$ cat src/hdl/chm_pkg.sv
package chm_pkg;

    localparam int MAX_ENTRIES = 1024;
    localparam int MAX_BUCKETS = 1024;
    localparam int KEY_BITS    = 32;
    localparam int VALUE_BITS  = 32;
    localparam int ADDR_W      = $clog2(MAX_ENTRIES);
    localparam int BADDR_W     = $clog2(MAX_BUCKETS);
    localparam int LINK_W      = ADDR_W + 1;
    localparam int CNT_W       = 11;
    localparam int CMD_W       = 2;
    localparam int STATUS_W    = 2;
    localparam int DVD_W       = 64;
    localparam int DIV_BITS    = 2;
    localparam int DIV_STEPS   = DVD_W / DIV_BITS;
    localparam int DIV_CNT_W   = $clog2(DIV_STEPS);

    localparam logic [LINK_W-1:0] NIL_LINK  = LINK_W'(MAX_ENTRIES);
    localparam logic [CNT_W-1:0]  CFG_RESET = CNT_W'(16);

    typedef enum logic [CMD_W-1:0] {
        CMD_WRITE  = 2'd0,
        CMD_READ   = 2'd1,
        CMD_REMOVE = 2'd2
    } cmd_t;

    typedef enum logic [STATUS_W-1:0] {
        ST_OK        = 2'd0,
        ST_NOT_FOUND = 2'd1,
        ST_FULL      = 2'd2
    } status_t;

    typedef enum logic [4:0] {
        S_SWEEP,
        S_IDLE,
        S_HASH,
        S_HEAD,
        S_WALK,
        S_CMP,
        S_FREE,
        S_G_HEAD,
        S_G_HWAIT,
        S_G_CHAIN,
        S_G_LWAIT,
        S_G_CLR,
        S_G_DIST,
        S_G_DKEY,
        S_G_DMOD,
        S_G_DHEAD,
        S_DONE
    } state_t;

    typedef struct packed {
        logic              start;
        logic [DVD_W-1:0]  dividend;
        logic [CNT_W-1:0]  divisor;
    } mod_req_t;

    typedef struct packed {
        logic              done;
        logic [CNT_W-1:0]  remainder;
    } mod_rsp_t;

    function automatic logic [CNT_W-1:0] clamp_buckets(input logic [CNT_W:0] b);
        logic [CNT_W-1:0] r;
        if (b == '0)
            r = CNT_W'(1);
        else if (b > (CNT_W+1)'(MAX_BUCKETS))
            r = CNT_W'(MAX_BUCKETS);
        else
            r = b[CNT_W-1:0];
        return r;
    endfunction

    function automatic logic [DVD_W-1:0] sext_key(input logic [KEY_BITS-1:0] k);
        return {{(DVD_W-KEY_BITS){k[KEY_BITS-1]}}, k};
    endfunction

endpackage

$ cat src/hdl/chm_mod_unit.sv
module chm_mod_unit (
    input  logic               clk,
    input  logic               rst_n,
    input  chm_pkg::mod_req_t  req,
    output chm_pkg::mod_rsp_t  rsp
);
    import chm_pkg::*;

    logic [DVD_W-1:0]     dvd_reg, dvd_next;
    logic [CNT_W-1:0]     rem_reg, rem_next;
    logic [CNT_W-1:0]     div_reg;
    logic [DIV_CNT_W-1:0] cnt_reg;
    logic                 busy_reg;
    logic                 done_reg;
    logic [CNT_W:0]       part;

    // two restoring steps per cycle
    always_comb
    begin
        rem_next = rem_reg;
        dvd_next = dvd_reg;
        part     = '0;
        for (int s = 0; s < DIV_BITS; s++)
        begin
            part = {rem_next, dvd_next[DVD_W-1]};
            if (part >= {1'b0, div_reg})
                part = part - {1'b0, div_reg};
            rem_next = part[CNT_W-1:0];
            dvd_next = {dvd_next[DVD_W-2:0], 1'b0};
        end
    end

    always_ff @(posedge clk or negedge rst_n)
    begin
        if (!rst_n)
        begin
            busy_reg <= 1'b0;
            done_reg <= 1'b0;
            cnt_reg  <= '0;
        end
        else
        begin
            done_reg <= 1'b0;
            if (req.start)
            begin
                busy_reg <= 1'b1;
                cnt_reg  <= '0;
            end
            else if (busy_reg)
            begin
                cnt_reg <= cnt_reg + 1'b1;
                if (cnt_reg == DIV_CNT_W'(DIV_STEPS - 1))
                begin
                    busy_reg <= 1'b0;
                    done_reg <= 1'b1;
                end
            end
        end
    end

    always_ff @(posedge clk)
    begin
        if (req.start)
        begin
            dvd_reg <= req.dividend;
            div_reg <= req.divisor;
            rem_reg <= '0;
        end
        else if (busy_reg)
        begin
            dvd_reg <= dvd_next;
            rem_reg <= rem_next;
        end
    end

    assign rsp.done      = done_reg;
    assign rsp.remainder = rem_reg;

endmodule

$ cat config.mk
export PLATFORM = sky130hd
export DESIGN_NAME = chm_mod_unit
export DESIGN_NICKNAME = d
export VERILOG_FILES = /design/src/hdl/chm_pkg.sv /design/src/hdl/chm_mod_unit.sv
export SDC_FILE = /design/constraint.sdc
export NUM_CORES = 1
export LEC_CHECK = 0
export BUFFER_PORTS_ARGS = -buffer_cell sky130_fd_sc_hd__buf_4
export CAP_MARGIN = 0
export CORE_UTILIZATION = 50
export CTS_CLUSTER_DIAMETER = 40
export DETAILED_ROUTE_END_ITERATION = 16
export GPL_TIMING_DRIVEN = 0
export PLACE_DENSITY_LB_ADDON = 0.05
export RECOVER_POWER = 100
export SETUP_SLACK_MARGIN = 0.2
export SYNTH_ARGS = -nofsm -noshare
export SYNTH_HDL_FRONTEND = slang
export SYNTH_SLANG_ARGS = --single-unit
$ cat constraint.sdc
create_clock -name clk -period 4.4 [get_ports clk]
set_input_delay 0.22 -clock clk [delete_from_list [all_inputs] [get_ports clk]]
set_output_delay 0.22 -clock clk [all_outputs]
set_load 0.1 [all_outputs]
==> impl_metrics.toml, run 1 <==
[run_status]
outcome = "complete, no violations"

[yosys]
syn_nets = 478
syn_inst = 374
ys_seq_area_frac = 0.5322
ys_async_sr_fraction = 0.07527
synthDistinctLibCells = 54
synthesis.area_um2 = 4975
syn_area_per_cell_um2 = 13.30
ys_warn_count = 0
synth_edf_count = 75
synth_flop_cell = "edfxtp_1"
ys_ff_latch = 93

[clock_tree]
clockBufferDepth = 2
numCtsBuffers = 9
clock-sinks = 93
worst_skew_pair.late_latency_ns = 0.36
clkSlewWorstSetupHoldPaths_ns = 0.09
cts_tree = "done"
cts_htree_levels = 3
cts_root_buf = "clkbuf_8"

[sta]
holdWs_ns = 0.05225
drv_slew = 0
fin_setup_tns_ns = 0
worst_pin_slew_ns = 1.448
period_share = 0.9382
max_freq_mhz = 242.3
slew_headroom = 0.03455
finalWorstSetupSlack_ns = 0.2721
min_period_ns = 4.128
clock_skew_ns = 0.009461
rsz0062_at_grt = "true"
setup_viol = 0
hold_viol_final = 0

[power]
p_total_mw = 3.240
p_per_area_nw_per_um2 = 521.4
cellLeakagePower_nw = 2.532
ir_drop_uv = 243.3

[grt]
first_global_vias = 3323
grtUsageTotal = 0.2086
grt_pass1_wl_mm = 16.06
grt_max_degree = 65
antenna_found_initial = 0
overflow = 0

[floorplan]
dieArea_um2 = 10350
rows = 36
io_pins = 90
initial_utilization = 0.5113
chipWidth_um = 101.7
core_area_um2 = 9729
die_y_um = 101.7

[final_layout]
final_core_util = 0.6386
area_delta_synth_final_pct = 24.90
final_area_um2 = 6213
nFillCells = 831
finalNonFillerCells = 620
largest_reg_flops = 64
n_antenna_cell = 0
num-nets-final = 587
drive_above_1_share = 0.4189

[placed_design]
place_hpwl_mm = 7.122
pre_cts_slack_ns = -0.08307
dp_cells = 596
port-buffer-count = 89
place.gp.congestion = 0.8268
postPlaceCellArea_um2 = 5826

[worst_setup_path]
end_kind = "flop"
rrSetupSlack_ns = 0.27
reg2reg_from = "dvd_reg[63]"
crit-reg2reg-capture = "rem_reg[7]"
worstSetupPathType = "reg2reg"
crit_required_ns = 4.62
arrival_ns = 4.35
startpoint_type = "flop"
worstRegToRegCells = 20
crit_fanout = 5

[routing]
drtIter0Drc = 94
drc = 0
dr.pass1.iters = 7
postRouteAntennaNets = 0
wl_mm = 10.28
routed_via_density = 5.300
vias = 3286
routedWlPerCell_um = 16.58

[hold_path]
hp-class = "in2reg"
holdPathStages = 1
holdCritStartpoint = "req[4]"
min_to = "div_reg[4]"

[flow_run]
drv_cap = 0
layout by cell type, fill, tap and decap left out, drive strengths merged, types with 3 or more instances in the layout:
cell type and count:
a211oi 12, a21o 7, a21oi 10, a31oi 5
and2 3, buf 74, clkbuf 48, clkinv 4
dfrtp 7, dfxtp 11, edfxtp 75, ha 24
inv 19, mux2 70, mux2i 11, nand2 8
nand2b 3, nand4 4, nor2 29, nor3 3
o21a 5, o21ai 7, or2 3, xnor2 15
xor2 4
cell families (layout without fill, tap and decap cells):
family                     Yosys count  in the layout  share of synthesized area
DFF                                 93             93                     0.5322
muxes                               81             81                     0.1851
and+or+nand+nor                     63             63                    0.06388
AOI/OAI and AO/OA                   58             58                    0.08753
buffers and inverters               34            147                    0.02943
adders and majority gates           26             26                    0.06841
xor gates and xnor gates            19             19                    0.03345
cell usage after synthesis (2+ instances only):
library cell	n	area (um2)
a211oi_1	11	82.58
edfxtp_1	75	2252
mux2_2	63	709.4
fa_1	2	40.04
and2_1	3	18.77
nand2_1	8	30.03
inv_1	19	71.32
xnor2_1	15	131.4
buf_1	3	11.26
mux2_4	6	90.09
xor2_1	4	35.03
o2111ai_1	2	17.52
nor2_1	28	105.1
mux2i_1	11	110.1
o211ai_1	2	15.01
dfxtp_1	11	220.2
nor3_1	3	15.01
nor2b_1	2	12.51
nand2b_1	2	12.51
nor3b_1	2	15.01
ha_1	24	300.3
a31oi_1	4	25.02
dfrtp_1	7	175.2
o21a_1	5	37.54
a21oi_1	9	45.04
o21ai_0	5	25.02
o311ai_1	2	17.52
a21o_1	7	52.55
clkbuf_1	9	33.78
or2_2	3	18.77
nand4_1	4	25.02
worst max-delay path, stage by stage, from the launching register on:
cell       delay, ns
edfxtp_1        0.43
inv_2           0.09
ha_4            0.15
fa_2            0.22
and2b_1         0.21
o31a_4          0.30
o21bai_4        0.20
a31oi_4         0.15
buf_6           0.16
nand2_1         0.07
o21ai_2         0.08
fa_1            0.43
nand2b_1        0.20
a21oi_2         0.17
a41oi_1         0.06
o21ai_1         0.16
a31oi_1         0.11
nand3_1         0.24
clkbuf_16       0.22
mux2i_1         0.24
a211oi_1        0.10
layout make-up:
type	count	area, um2	share of cell area
plain buffers	15	97.59	0.01571
clock buffers	10	127.6	0.02054
clock inverters	5	52.55	0.008458
inverters	19	71.32	0.01148
multi-input cells	247	2322	0.3737
flip-flops and latches	93	2661	0.4283
well taps	133	166.4	0.02678
repair buffers	98	714.4	0.1150
worst max-delay path by stage:
stage	startpoint	to	slack, ns
final	dvd_reg[63]	rem_reg[7]	0.27
after global routing	div_reg[0]	rem_reg[1]	0.09
after CTS	div_reg[0]	rem_reg[8]	0.20
after detailed placement	div_reg[0]	rem_reg[8]	-0.08
after global placement	div_reg[0]	rem_reg[7]	-0.09
after floorplan	rem_reg[5]	rem_reg[1]	0.30
power by group:
| group | switching [mW] | internal, mW |
|---|---|---|
| Combinational | 0.825 | 0.734 |
| Sequential | 0.0570 | 1.07 |
| Clock | 0.301 | 0.257 |
repair_timing:
item	4_1_cts	5_1_grt
hold buffers	1	0
gates cloned	0	1
buffers inserted	3	4
pin swaps	1	9
gates resized for setup	4	29
setup endpoints to repair	11	11
hold endpoints to repair	7	0
per-layer routing:
layer / share of wire / track usage
met1: 0.44 / 0.2570
met2: 0.49 / 0.3545
met3: 0.058 / 0.06004
met4: 0.017 / 0.06355
met5: 0 / 0
Power figures use the tool's default switching activity.
==> run 2: changes to the inputs <==
==> constraint.sdc (replaced) <==
create_clock -name clk -period 4.4 [get_ports clk]
set_input_delay 0.22 -clock clk [delete_from_list [all_inputs] [get_ports clk]]
set_output_delay 0.22 -clock clk [all_outputs]
set_load 0.01 [all_outputs]
==> run 2 against run 1 <==
First-iteration DRC count rose by 46%. Die area unchanged. Utilization is 0.82 points lower. Total power fell by 8.6%. Combinational power decreased by 17%. Sequential power is essentially flat. Flip-flop and latch count stayed put. Clock power is essentially flat. Critical path type unchanged.
==> impl_metrics.toml, run 2 (same netlist as run 1, synthesis figures left out) <==
[clock_tree]
cts_root_buf = "clkbuf_8"
clkSlewWorstSetupHoldPaths_ns = 0.10
cts_htree_levels = 3
clock-sinks = 93
worst_skew_pair.late_latency_ns = 0.36
cts_tree = "done"
numCtsBuffers = 9
clockBufferDepth = 2

[floorplan]
initial_utilization = 0.5113
rows = 36
chipWidth_um = 101.7
die_y_um = 101.7
dieArea_um2 = 10350
io_pins = 90
core_area_um2 = 9729

[placed_design]
place.gp.congestion = 0.8307
port-buffer-count = 89
pre_cts_slack_ns = -0.2835
place_hpwl_mm = 7.167

[final_layout]
drive_above_1_share = 0.3889
nFillCells = 842
mostFrequentLayoutCells = "75 x edfxtp_1, 71 x buf_4, 62 x mux2_2"
multiInputGateArea_um2 = 2292
seq_area_um2 = 2648
num-nets-final = 586
final_common_cell = "edfxtp_1"
largest_reg_flops = 64
area_delta_synth_final_pct = 23.29
n_antenna_cell = 0

[sta]
fin_setup_tns_ns = 0
min_period_ns = 4.138
period_share = 0.9404
max_freq_mhz = 241.7
hold_viol_final = 0
slew_headroom = 0.02942
rsz0062_at_grt = "true"
worst_pin_slew_ns = 1.456
setup_viol = 0
holdWs_ns = 0.04554
clock_skew_ns = 0.009541
drv_slew = 0
finalWorstSetupSlack_ns = 0.2622

[run_status]
outcome = "complete, no violations"

[routing]
postRouteAntennaNets = 0
drtIter0Drc = 137
routedWlPerCell_um = 16.15
routed_via_density = 5.242
dr.pass1.iters = 4
drc = 0
wl_mm = 9.995
vias = 3245

[worst_setup_path]
crit_required_ns = 4.69
worstRegToRegCells = 19
worstSetupPathType = "reg2reg"
reg2reg_from = "dvd_reg[63]"
startpoint_type = "flop"
crit-reg2reg-capture = "rem_reg[0]"
crit_fanout = 4
rrSetupSlack_ns = 0.26
end_kind = "flop"
arrival_ns = 4.43

[hold_path]
hp-class = "in2reg"
holdCritStartpoint = "req[1]"
min_to = "div_reg[1]"
holdPathStages = 1

[grt]
first_global_vias = 3249
overflow = 0
grt_max_degree = 65
grt_pass1_wl_mm = 15.77
antenna_found_initial = 0
grtUsageTotal = 0.2056

[power]
ir_drop_uv = 226.4
p_per_area_nw_per_um2 = 482.7
cellLeakagePower_nw = 2.505

[flow_run]
drv_cap = 0
run 2: how the worst max path moves through the flow:
stage / startpoint / to / slack [ns] / cells past startpoint
floorplan: div_reg[0] / rem_reg[1] / 0.44 / 17
global placement: div_reg[0] / rem_reg[1] / -0.20 / 17
detailed placement: div_reg[0] / rem_reg[1] / -0.28 / 17
CTS: div_reg[0] / rem_reg[1] / 0.22 / 19
global route: dvd_reg[63] / rem_reg[1] / 0.08 / 18
finish: dvd_reg[63] / rem_reg[0] / 0.26 / 19
run 2: routing by layer:
| layer | wire, um | share of wire | track usage | up-vias |
|---|---|---|---|---|
| met2 | 4971 | 0.50 | 0.3612 | 65 |
| met4 | 194 | 0.019 | 0.08250 | 0 |
| met5 | 0 | 0 | 0 | - |
| met1 | 4303 | 0.43 | 0.2409 | 1563 |
| met3 | 525 | 0.053 | 0.05038 | 13 |
| li1 | - | - | - | 1604 |
run 2: power by group:
part | switching [mW] | internal (mW) | total (mW)
combinational | 0.608 | 0.680 | 1.29
clock | 0.299 | 0.259 | 0.558
sequential | 0.0544 | 1.06 | 1.12
total | 0.961 | 2.00 | 2.96
run 2: layout make-up:
type,instances,share of cell area
plain buffers,15,0.01510
multi-input cells,247,0.3737
flip-flops and latches,93,0.4317
clock inverters,4,0.008160
clock buffers,11,0.02142
inverters,19,0.01163
repair buffers,97,0.1112
well taps,133,0.02713
run 2: worst max-delay path, stage by stage (launching register included):
cell and delay [ns]:
edfxtp_1 0.40, inv_1 0.08, ha_1 0.20, fa_2 0.23, and2b_1 0.20, o31a_4 0.31
o21bai_4 0.22, a31oi_4 0.15, buf_6 0.17, nand2_1 0.08, o21ai_2 0.08, fa_1 0.43
nand2b_1 0.19, a21oi_2 0.18, a41oi_2 0.05, o21ai_1 0.17, a31oi_1 0.11, nand3_1 0.20
mux2_2 0.39, a211oi_2 0.21
run 2: metrics by stage:
stage               std cells  instance area, um2  utilization  total power, mW
floorplan                 374                4975            -            2.006
global placement          596                5809       0.5971            2.261
detailed placement        596                5812       0.5974            2.284
CTS                       616                6105       0.6274            2.919
global route              619                6133       0.6304            3.136
finish                    619                6133       0.6304            2.961
run 2: timing repair:
item	CTS	global route
hold buffers	1	0
buffers inserted	4	3
setup endpoints to repair	11	11
gates resized for setup	10	14
hold endpoints to repair	7	0
pin swaps	4	5
==> run 3: changes to the inputs <==
--- a/config.mk
+++ b/config.mk
@@ -5,7 +5,7 @@
 export SDC_FILE = /design/constraint.sdc
 export NUM_CORES = 1
 export LEC_CHECK = 0
-export BUFFER_PORTS_ARGS = -buffer_cell sky130_fd_sc_hd__buf_4
+export BUFFER_PORTS_ARGS = -buffer_cell sky130_fd_sc_hd__buf_2
 export CAP_MARGIN = 0
 export CORE_UTILIZATION = 50
 export CTS_CLUSTER_DIAMETER = 40
==> run 3 against run 2 <==
Clock skew fell by 0.00061 ns. Routed wire length rose by 0.12%. Clock power is 9.1% lower. Flip-flop and latch count is the same. Total power is 0.11% higher. Utilization decreased by 1.6 points.
==> impl_metrics.toml, run 3 (same netlist as run 1, synthesis figures left out) <==
[run_status]
outcome = "complete, no violations"

[worst_setup_path]
crit_required_ns = 4.62
arrival_ns = 4.36
startpoint_type = "flop"
rrSetupSlack_ns = 0.26
crit_fanout = 5
reg2reg_from = "dvd_reg[63]"
end_kind = "flop"
setup.worst_path.end = "rem_reg[3]"
worstSetupPathType = "reg2reg"
worstRegToRegCells = 20
cp-startpoint = "dvd_reg[63]"
crit-reg2reg-capture = "rem_reg[3]"

[placed_design]
place.gp.congestion = 0.8007
port-buffer-count = 89
postPlaceCellArea_um2 = 5589
place_hpwl_mm = 7.009
dp_cells = 596

[routing]
drtIter0Drc = 139
drc = 0
vias = 3285
routed_via_density = 5.264
wl_mm = 10.01
postRouteAntennaNets = 0
routedWlPerCell_um = 16.04
dr.pass1.iters = 4

[final_layout]
multiInputGateArea_um2 = 2292
n_antenna_cell = 0
area_delta_synth_final_pct = 20.10
mostFrequentLayoutCells = "75 x edfxtp_1, 75 x buf_2, 60 x mux2_2"
seq_area_um2 = 2648
finalNonFillerCells = 624
nFillCells = 850
final_area_um2 = 5974
num-nets-final = 590
drive_above_1_share = 0.3910
largest_reg_flops = 64

[power]
p_int_mw = 1.976
p_per_area_nw_per_um2 = 496.1
seq_power_share = 0.376
p_clk_frac = 0.171
combPwrFrac = 0.453
cellLeakagePower_nw = 2.470
switching_share = 0.3333
p_sw_mw = 0.9880
ir_drop_uv = 201.7
p_total_mw = 2.964

[grt]
grt_pass1_wl_mm = 15.53
met1_usage = 0.2507
grt_use_met2 = 0.3451
grt_max_degree = 65
first_global_vias = 3262
top_usage_layer = "met2"
use_met3 = 0.05659
overflow = 0
grtUsageTotal = 0.2037
antenna_found_initial = 1

[sta]
rsz0062_at_grt = "true"
clock_skew_ns = 0.008926
slew_headroom = 0.008975
max_freq_mhz = 241.4
holdWs_ns = 0.02996
setup_viol = 0
period_share = 0.9417
min_period_ns = 4.143
hold_viol_final = 0
fin_setup_tns_ns = 0
worst_pin_slew_ns = 1.487
drv_slew = 0

[clock_tree]
numCtsBuffers = 9
clock-sinks = 93
cts_root_buf = "clkbuf_8"
clkSlewWorstSetupHoldPaths_ns = 0.09
worst_skew_pair.late_latency_ns = 0.36
cts_htree_levels = 3
cts_tree = "done"
clockBufferDepth = 2

[floorplan]
chipWidth_um = 101.7
dieArea_um2 = 10350
die_y_um = 101.7
core_area_um2 = 9729
io_pins = 90
rows = 36
initial_utilization = 0.5113

[hold_path]
hp-class = "in2reg"

[flow_run]
drv_cap = 0
## run 3: changes by cell type in the layout (fill, tap and decap cells not counted), sizes merged
cell,before,now
buf,74,87
bufbuf,0,1
bufinv,1,0
clkbuf,48,36
clkinv,1,5
clkinvlp,2,1
inv,19,20
## run 3: area by class of cell
type | count | share of cell area
clock buffers | 9 | 0.02073
inverters | 19 | 0.01194
plain buffers | 15 | 0.01382
well taps | 133 | 0.02785
flip-flops and latches | 93 | 0.4431
repair buffers | 101 | 0.09194
multi-input cells | 247 | 0.3837
clock inverters | 7 | 0.006911
## run 3: power by group through the flow
stage          sequential, mW  clock [mW]  combinational [mW]
2_1_floorplan            1.13           0               0.874
3_3_place_gp             1.13           0                1.10
3_5_place_dp             1.14           0                1.12
4_1_cts                  1.12       0.519                1.30
5_1_grt                  1.13       0.552                1.45
6_report                 1.12       0.507                1.34
## run 3: critical path, cell delays in order, from the launching register on
cell and delay [ns]:
edfxtp_1 0.40, inv_1 0.07, ha_2 0.19, fa_2 0.21
and2b_1 0.20, o31a_4 0.31, o21bai_4 0.21, a31oi_4 0.15
buf_6 0.17, nand2_1 0.07, o21ai_2 0.07, fa_1 0.44
nand2b_4 0.17, a21oi_2 0.18, a41oi_2 0.05, o21ai_1 0.18
a31oi_1 0.10, nand3_1 0.18, clkbuf_2 0.29, mux2i_1 0.24
a211oi_1 0.09
## run 3: layer usage
layer / vias up / part of all wire
li1: 1621 / -
met1: 1591 / 0.45
met2: 61 / 0.49
met3: 12 / 0.048
met4: 0 / 0.014
met5: - / 0
## run 3: stage by stage
step / worst slack, ns / util
2_1_floorplan: 0.4423 / -
3_3_place_gp: -0.2248 / 0.5742
3_5_place_dp: -0.2602 / 0.5745
4_1_cts: 0.2269 / 0.6109
5_1_grt: 0.07960 / 0.6141
6_report: 0.2567 / 0.6141
## run 3: how the worst min path moves through the flow
stage | cells past startpoint | endpoint | from
floorplan | 0 | busy_reg | rst_n
global placement | 1 | done_reg | rst_n
detailed placement | 1 | done_reg | rst_n
CTS | 1 | div_reg[9] | req[9]
global route | 1 | div_reg[2] | req[2]
finish | 1 | div_reg[9] | req[9]
## run 3: repair_timing
action / in CTS / in global routing
cloned: 1 / 0
pin swaps: 4 / 5
hold endpoints to repair: 7 / 0
setup buffers: 6 / 4
endpoints found under the setup margin: 11 / 11
resized for setup: 13 / 8
hold buffers: 1 / 0
